**src/rtl/core/predator_prey_cell_step_macros.svh**
```systemverilog
// Assertion macros for the predator-prey cell engine.
// Included by the top level; depends on nothing else.
`ifndef PREDATOR_PREY_CELL_STEP_MACROS_SVH
`define PREDATOR_PREY_CELL_STEP_MACROS_SVH
// Check a property on every clock edge while out of reset.
`define PPC_ASSERT(label, clk, rst_n, prop, msg) \
    label: assert property (@(posedge clk) disable iff (!rst_n) (prop)) else $error(msg);
// Check a property on every clock edge, including during reset.
`define PPC_ASSERT_ALWAYS(label, clk, prop, msg) \
    label: assert property (@(posedge clk) (prop)) else $error(msg);
`endif

```
**src/rtl/core/ppc_pkg.sv**
```systemverilog
// Shared types and constants for the predator-prey cell engine.
// No dependencies.
package ppc_pkg;
    localparam int GRID_WIDTH_DEF = 80;
    localparam int GRID_CELLS_DEF = 4000;
    localparam int IDX_W = 12;
    localparam int REG_IDX_W = 2;
    localparam int DATA_W = 8;

    typedef enum logic [1:0] {
        OP_WRITE = 2'd0,
        OP_STEP  = 2'd1,
        OP_READ  = 2'd2,
        OP_RSVD  = 2'd3
    } t_op;

    typedef enum logic [1:0] {
        KIND_WATER = 2'd0,
        KIND_FISH  = 2'd1,
        KIND_SHARK = 2'd2,
        KIND_BAD   = 2'd3
    } t_kind;

    localparam logic [REG_IDX_W-1:0] REG_FISH_BREED  = 2'd0;
    localparam logic [REG_IDX_W-1:0] REG_SHARK_BREED = 2'd1;
    localparam logic [REG_IDX_W-1:0] REG_SHARK_START = 2'd2;

    localparam logic [7:0] RST_FISH_BREED  = 8'd10;
    localparam logic [7:0] RST_SHARK_BREED = 8'd50;
    localparam logic [7:0] RST_SHARK_START = 8'd40;

    localparam logic [7:0] SAT_MAX = 8'd255;
    localparam logic [3:0] PERM_MAX = 4'd15;

    function automatic logic [1:0] order_dir(input logic [4:0] pos);
        logic [1:0] d;
        unique case (pos)
            5'd0:  d = 2'd0;  5'd1:  d = 2'd1;  5'd2:  d = 2'd2;  5'd3:  d = 2'd3;
            5'd4:  d = 2'd0;  5'd5:  d = 2'd2;  5'd6:  d = 2'd1;  5'd7:  d = 2'd3;
            5'd8:  d = 2'd0;  5'd9:  d = 2'd3;  5'd10: d = 2'd1;  5'd11: d = 2'd2;
            5'd12: d = 2'd0;  5'd13: d = 2'd2;  5'd14: d = 2'd3;  5'd15: d = 2'd1;
            5'd16: d = 2'd0;  5'd17: d = 2'd1;  5'd18: d = 2'd2;  5'd19: d = 2'd3;
            default: d = 2'd0;
        endcase
        return d;
    endfunction

    typedef struct packed {
        t_op              op;
        logic [IDX_W-1:0] cell_index;
        t_kind            new_kind;
        logic [3:0]       perm_offset;
    } t_in;

    typedef struct packed {
        t_kind            prior_kind;
        logic [IDX_W-1:0] dest_index;
        logic             moved;
        logic             ate;
        logic             died;
        logic             bred;
    } t_out;

    // Controller to datapath commands.
    typedef struct packed {
        logic       load;      // capture input item, start clear of result
        logic       rd_src;    // read source cell
        logic       rd_nb;     // read neighbour nb_sel
        logic [1:0] nb_sel;
        logic       eval_nb;   // evaluate returned neighbour data
        logic       wr_a;      // first write slot
        logic       wr_b;      // second write slot
        logic       out_load;
        logic       clr_wr;    // clear-sweep write
    } t_cmd;

    typedef struct packed {
        logic in_range;
        logic is_step_fish;
        logic is_step_shark;
        logic stop_search;   // fish found water or shark found fish
    } t_stat;
endpackage

```
**src/rtl/core/ppc_ctrl.sv**
```systemverilog
// Controller: handshakes, clearing sweep and step sequencing.
// Depends on ppc_pkg; commands ppc_datapath.
module ppc_ctrl #(
    parameter int GRID_CELLS = ppc_pkg::GRID_CELLS_DEF
) (
    input  logic          i_clk,
    input  logic          i_rst_n,
    input  logic          i_in_valid,
    output logic          o_in_ready,
    output logic          o_out_valid,
    input  logic          i_out_ready,
    input  ppc_pkg::t_stat i_stat,
    output ppc_pkg::t_cmd o_cmd,
    output logic [ppc_pkg::IDX_W-1:0] o_clr_addr
);
    import ppc_pkg::*;

    typedef enum logic [6:0] {
        S_CLEAR = 7'b0000001,
        S_IDLE  = 7'b0000010,
        S_SRC   = 7'b0000100,
        S_NB    = 7'b0001000,
        S_WA    = 7'b0010000,
        S_WB    = 7'b0100000,
        S_OUT   = 7'b1000000
    } t_state;

    t_state r_state, n_state;
    logic [IDX_W-1:0] r_clr, n_clr;
    logic [2:0] r_cnt, n_cnt;
    logic r_ov, n_ov;

    assign o_clr_addr  = r_clr;
    assign o_out_valid = r_ov;
    assign o_in_ready  = r_state == S_IDLE;

    always_comb begin
        n_state = r_state; n_clr = r_clr; n_cnt = r_cnt; n_ov = r_ov;
        o_cmd = '0;
        if (r_ov && i_out_ready) n_ov = 1'b0;
        unique case (r_state)
            S_CLEAR: begin
                o_cmd.clr_wr = 1'b1;
                n_clr = r_clr + 1'b1;
                if (r_clr == IDX_W'(GRID_CELLS - 1)) n_state = S_IDLE;
            end
            S_IDLE: begin
                if (o_in_ready && i_in_valid) begin
                    o_cmd.load = 1'b1; n_state = S_SRC;
                end
            end
            S_SRC: begin
                // issue source read; neighbour reads follow, each evaluated next cycle
                if (!i_stat.in_range) n_state = S_OUT;
                else begin
                    o_cmd.rd_src = 1'b1; n_cnt = '0; n_state = S_NB;
                end
            end
            S_NB: begin
                o_cmd.eval_nb = 1'b1;
                o_cmd.rd_nb = 1'b1;
                o_cmd.nb_sel = r_cnt[1:0];
                n_cnt = r_cnt + 1'b1;
                if (r_cnt == 3'd0) begin
                    // prior kind lands this cycle; decided next cycle
                end else if (!(i_stat.is_step_fish || i_stat.is_step_shark)
                             || i_stat.stop_search || r_cnt == 3'd4) begin
                    o_cmd.rd_nb = 1'b0; n_state = S_WA;
                end
            end
            S_WA: begin
                o_cmd.wr_a = 1'b1; n_state = S_WB;
            end
            S_WB: begin
                o_cmd.wr_b = 1'b1; n_state = S_OUT;
            end
            S_OUT: begin
                // hold until the previous result leaves the output register
                if (!r_ov || i_out_ready) begin
                    o_cmd.out_load = 1'b1; n_ov = 1'b1; n_state = S_IDLE;
                end
            end
            default: n_state = S_IDLE;
        endcase
    end

    always_ff @(posedge i_clk) begin
        if (!i_rst_n) begin
            r_state <= S_CLEAR; r_clr <= '0; r_cnt <= '0; r_ov <= 1'b0;
        end else begin
            r_state <= n_state; r_clr <= n_clr; r_cnt <= n_cnt; r_ov <= n_ov;
        end
    end
endmodule

```
**config.mk**
```make
export PLATFORM = sky130hd
export DESIGN_NAME = ppc_ctrl
export DESIGN_NICKNAME = d
export VERILOG_FILES = /design/src/rtl/core/predator_prey_cell_step_macros.svh /design/src/rtl/core/ppc_pkg.sv /design/src/rtl/core/ppc_ctrl.sv
export SDC_FILE = /design/constraint.sdc
export NUM_CORES = 1
export LEC_CHECK = 0
export BUFFER_PORTS_ARGS = -buffer_cell sky130_fd_sc_hd__buf_2
export CAP_MARGIN = 20
export CORE_ASPECT_RATIO = 0.8
export CORE_MARGIN = 4
export CORE_UTILIZATION = 55
export CTS_CLUSTER_DIAMETER = 50
export DETAILED_ROUTE_END_ITERATION = 7
export PLACE_DENSITY = 0.8
export REMOVE_ABC_BUFFERS = 1
export SYNTH_ARGS = -nofsm -noshare
export SYNTH_HDL_FRONTEND = slang
export SYNTH_SLANG_ARGS = --single-unit
```
**constraint.sdc**
```tcl
create_clock -name i_clk -period 4.01 [get_ports i_clk]
set_input_delay 0.2005 -clock i_clk [delete_from_list [all_inputs] [get_ports i_clk]]
set_output_delay 0.2005 -clock i_clk [all_outputs]
set_load 0.02 [all_outputs]
```
==> Yosys cells after proc, flatten, opt, wreduce, memory -nomap -nowiden <==
Index checks and enable logic that the tools add are counted.
Widths: inputs -> output; s select.
{ "classes": {"eq_ne": 15, "n_reduce_logical": 12, "n_addsub": 2, "muxes": 24} }
{ "ops": {"columns": ["operator", "n"], "rows": [
  ["$pmux 7 s7", 1],
  ["$mux 7", 6],
  ["$mux 1", 14],
  ["$add 12x1->12 const B", 1],
  ["$eq 12x12->1 const B", 1],
  ["$ne 2x2->1 const B", 5],
  ["$eq 7x1->1 const B", 1],
  ["$eq 7x2->1 const B", 1],
  ["$eq 7x3->1 const B", 1],
  ["$eq 7x4->1 const B", 1],
  ["$eq 7x5->1 const B", 1],
  ["$eq 7x6->1 const B", 1],
  ["$eq 7x7->1 const B", 1],
  ["$pmux 3 s2", 1],
  ["$reduce_and 5->1", 1],
  ["$logic_or 1x1->1", 4],
  ["$mux 4", 1],
  ["$add 3x1->3 const B", 1],
  ["$eq 3x3->1 const B", 1],
  ["$logic_not 3->1", 1],
  ["$mux 3", 1],
  ["$logic_and 1x1->1", 2],
  ["$logic_not 1->1", 2],
  ["$ne 2x1->1 const B", 1],
  ["2 further kinds", 2]
]} }
{ "word_totals": {"elab_cells": 57, "in_bits": 8, "regBits": 23} }

==> Logic depth before layout (Yosys ltp) <==
{ "depth": {"ltp_word": 7, "ltp_mapped": 7, "depth_no_buf": 6} }

==> Least setup slack after synthesis <==
No wires, ideal clock.
{ "synth_path": {"path_kind": "register to output", "start": "reg r_state[5]", "end": "out o_cmd[5] (netlist name)", "arrival_ns": 1.297, "path_stages_with_launch": 7, "n_path_buf": 2, "path_slack_ns": 2.513, "path_cell_list": "dfxtp_1 -> buf_6 -> nor3_1 -> and3_1 -> buf_2 -> inv_1 -> nor2_1"} }
{ "synth_rtl": {"columns": ["element", "line_no", "text"], "rows": [
  ["start: declaration", "ppc_ctrl.sv:28", "t_state r_state, n_state;"],
  ["start signal: assignment", "ppc_ctrl.sv:91", "r_state <= n_state; r_clr <= n_clr; r_cnt <= n_cnt; r_ov <= n_ov;"],
  ["end: declaration", "ppc_ctrl.sv:13", "output ppc_pkg::t_cmd o_cmd,"]
]} }

==> flow_summary.json <==
{
  "status": "finished, final reports clean",
  "crit_type": "register to primary output",
  "clock_latency_ns": 0.31,
  "critical_path_required_ns": 3.81,
  "yosysSeqAreaShare_pct": 37.06,
  "synth_largest_area_cell": "dfxtp_1",
  "cp-start-kind": "register",
  "grt_max_degree": 22,
  "ir_worst_vdd_mv": 0.2789,
  "syn_area_per_cell_sq_um": 8.628,
  "fin_ws_ns": 1.954,
  "drc": 0,
  "netlist_instances": 144,
  "floorplan.initialDensity_pct": 57.57,
  "portBuffers": 31,
  "fillerInstances": 177,
  "cts_setup_buffers": 0,
  "drt_first_pass_iters": 4,
  "h-tree-depth": 1,
  "placementRows": 15,
  "cts_tree": "yes",
  "setup_viol": 0,
  "tns_ns": 0,
  "cts-buffers-inserted": 3,
  "critPathMaxFanout": 9,
  "clock_sinks": 23,
  "vias": 1089,
  "grt_usage_pct": 18.63,
  "grt_pass1_wl_microns": 4409,
  "drive_gt1_share_pct": 23.70,
  "hold_viol_final": 0,
  "antenna_found_initial": 0,
  "vias_per_cell": 5.500,
  "drtIter0Drc": 30,
  "dp_hpwl_microns": 2091,
  "p_per_area_nw_per_um2": 256.7,
  "rsz0062_at_grt": "no",
  "clockBufferDepth": 2,
  "hold_class": "input pin to register",
  "layout.nets": 185,
  "slew_headroom_pct": 60.86,
  "syn_to_final_growth_pct": 14.00,
  "synth_edf_count": 0,
  "worst_ep_arrival_time_ns": 1.86,
  "yosys-top-cells-area": "dfxtp_1 37%, and2_1 6.0%, xnor2_1 5.6%",
  "yosysWarningCount": 0,
  "io_pins": 32,
  "synth_seq_cells": 23,
  "synthFlopType": "dfxtp_1",
  "grt_pass1_vias": 1003,
  "wl_per_cell_microns": 13.67,
  "cts-root-buf": "clkbuf_4",
  "fmax_ghz": 0.4864,
  "synth_cell_types": 38,
  "worstMarginPinSlew_ns": 0.5818,
  "dieWidth_microns": 61.14,
  "gp_congestion": 0.8606,
  "end_kind": "primary output",
  "die_h_microns": 50.51,
  "synth_area_sq_um": 1242,
  "synth_top_area_share_pct": 37.06,
  "drtAntennaViolNets": 0,
  "layout_min_cycle_time_ns": 2.056,
  "async_reset_ff_share_pct": 0,
  "hold_buffers": 0,
  "maxSlewViolCount": 0,
  "fp.coreArea_sq_um": 2158,
  "power_leakage_nw": 0.6147,
  "totalWireLength_microns": 2706,
  "fin_worst_skew_ns": 0.0008667,
  "die_area_sq_um": 3088,
  "post-route-period-util_pct": 51.27,
  "path_clk_slew_ns": 0.13,
  "maxCapViolCount": 0,
  "cts.repair.resized": 0,
  "diodes": 0,
  "grt.overflow.total": 0,
  "dp_slack_ns": 2.255
}
Yosys cell counts (2+ instances only):
master,n
dfxtp_1,23
and2_1,12
nor2_1,11
inv_1,10
nand2_1,10
xnor2_1,8
nor3_1,7
and3_1,6
nor2b_1,6
o21ai_0,5
nand3_1,4
nand3b_1,4
a21boi_0,3
ha_1,3
nand4_1,3
xor2_1,3
buf_6,2
clkbuf_1,2
nor4_1,2
nor4_4,2
routing by layer:
layer  part of all wire, %  GRT usage, %  vias to the layer above
li1                      -             -                      549
met1                    45         25.35                      501
met2                    47         29.75                       37
met3                   6.9         4.627                        2
met4                  0.30         3.249                        0
met5                     0             0                        -
worst paths after layout:
kind,end,cells past startpoint,slack (ns),start
setup / recovery,o_cmd[5],5,1.95,r_state[5]
hold / removal,r_state[2],2,0.16,i_in_valid
setup reg to reg,o_clr_addr[3],6,2.23,r_state[5]
hold reg to reg,o_clr_addr[11],2,0.53,o_clr_addr[11]
logic make-up after synthesis:
kind of cell,Yosys count,share of synthesized area (%)
xor+xnor,11,7.755
flops,23,37.06
compound gates,16,8.560
fa+ha+maj,3,3.021
simple gates,75,37.16
buf+inv,16,6.445
layout by cell type, fill, tap and decap left out, drive strengths merged:
| cell type | instances |
|---|---|
| nand4 | 4 |
| clkinvlp | 1 |
| nand3b | 4 |
| a31oi | 1 |
| a21oi | 1 |
| xnor2 | 8 |
| nor2 | 13 |
| or3 | 1 |
| o21ai | 6 |
| o211ai | 1 |
| inv | 10 |
| ha | 3 |
| and4b | 1 |
| dfxtp | 23 |
| a32o | 1 |
| nand3 | 4 |
| a21boi | 4 |
| nand4b | 1 |
| nand2b | 1 |
| clkbuf | 3 |
| nand2 | 10 |
| nor4 | 5 |
| buf | 31 |
| o311ai | 1 |
| a311oi | 1 |
| and3 | 6 |
| and2 | 12 |
| xor2 | 3 |
| nor2b | 6 |
| nor3 | 7 |
area by class of cell:
cell class                      instances  area [sq um]  share of cell area (%)
Clock inverter                          1         7.507                  0.5300
Tap cell                               25         31.28                   2.208
Sequential cell                        23         460.4                   32.51
Clock buffer                            3         22.52                   1.590
Inverter                               10         37.54                   2.650
Multi-Input combinational cell        105         701.9                   49.56
Timing Repair Buffer                   31         155.1                   10.95
registers in the layout, summed over array words and instances (netlist names):
register     cells
o_out_valid      1
o_clr_addr      12
r_cnt            3
r_state          7
worst max-delay path, stage by stage (launching register included):
cell     delay, ns
dfxtp_1       0.43
nor3_1        0.35
and3_1        0.37
inv_1         0.12
nor2_1        0.10
buf_2         0.17
power breakdown:
part,internal [mW],switching (mW)
clock,0.0381,0.0717
sequential,0.231,0.00389
combinational,0.00841,0.0104
metrics by stage:
step / power (mW) / utilization (%) / hold WS, ns / area, sq um / instances
after floorplan: 0.2485 / - / 0.3222 / 1200 / 138
after global placement: 0.2583 / 64.23 / 0.4788 / 1386 / 194
after detailed placement: 0.2588 / 64.23 / 0.4728 / 1386 / 194
after CTS: 0.3671 / 65.62 / 0.1468 / 1416 / 198
after global routing: 0.3806 / 65.62 / 0.1478 / 1416 / 198
final: 0.3636 / 65.62 / 0.1560 / 1416 / 198
Note: power is estimated with default switching activity, not from simulation.
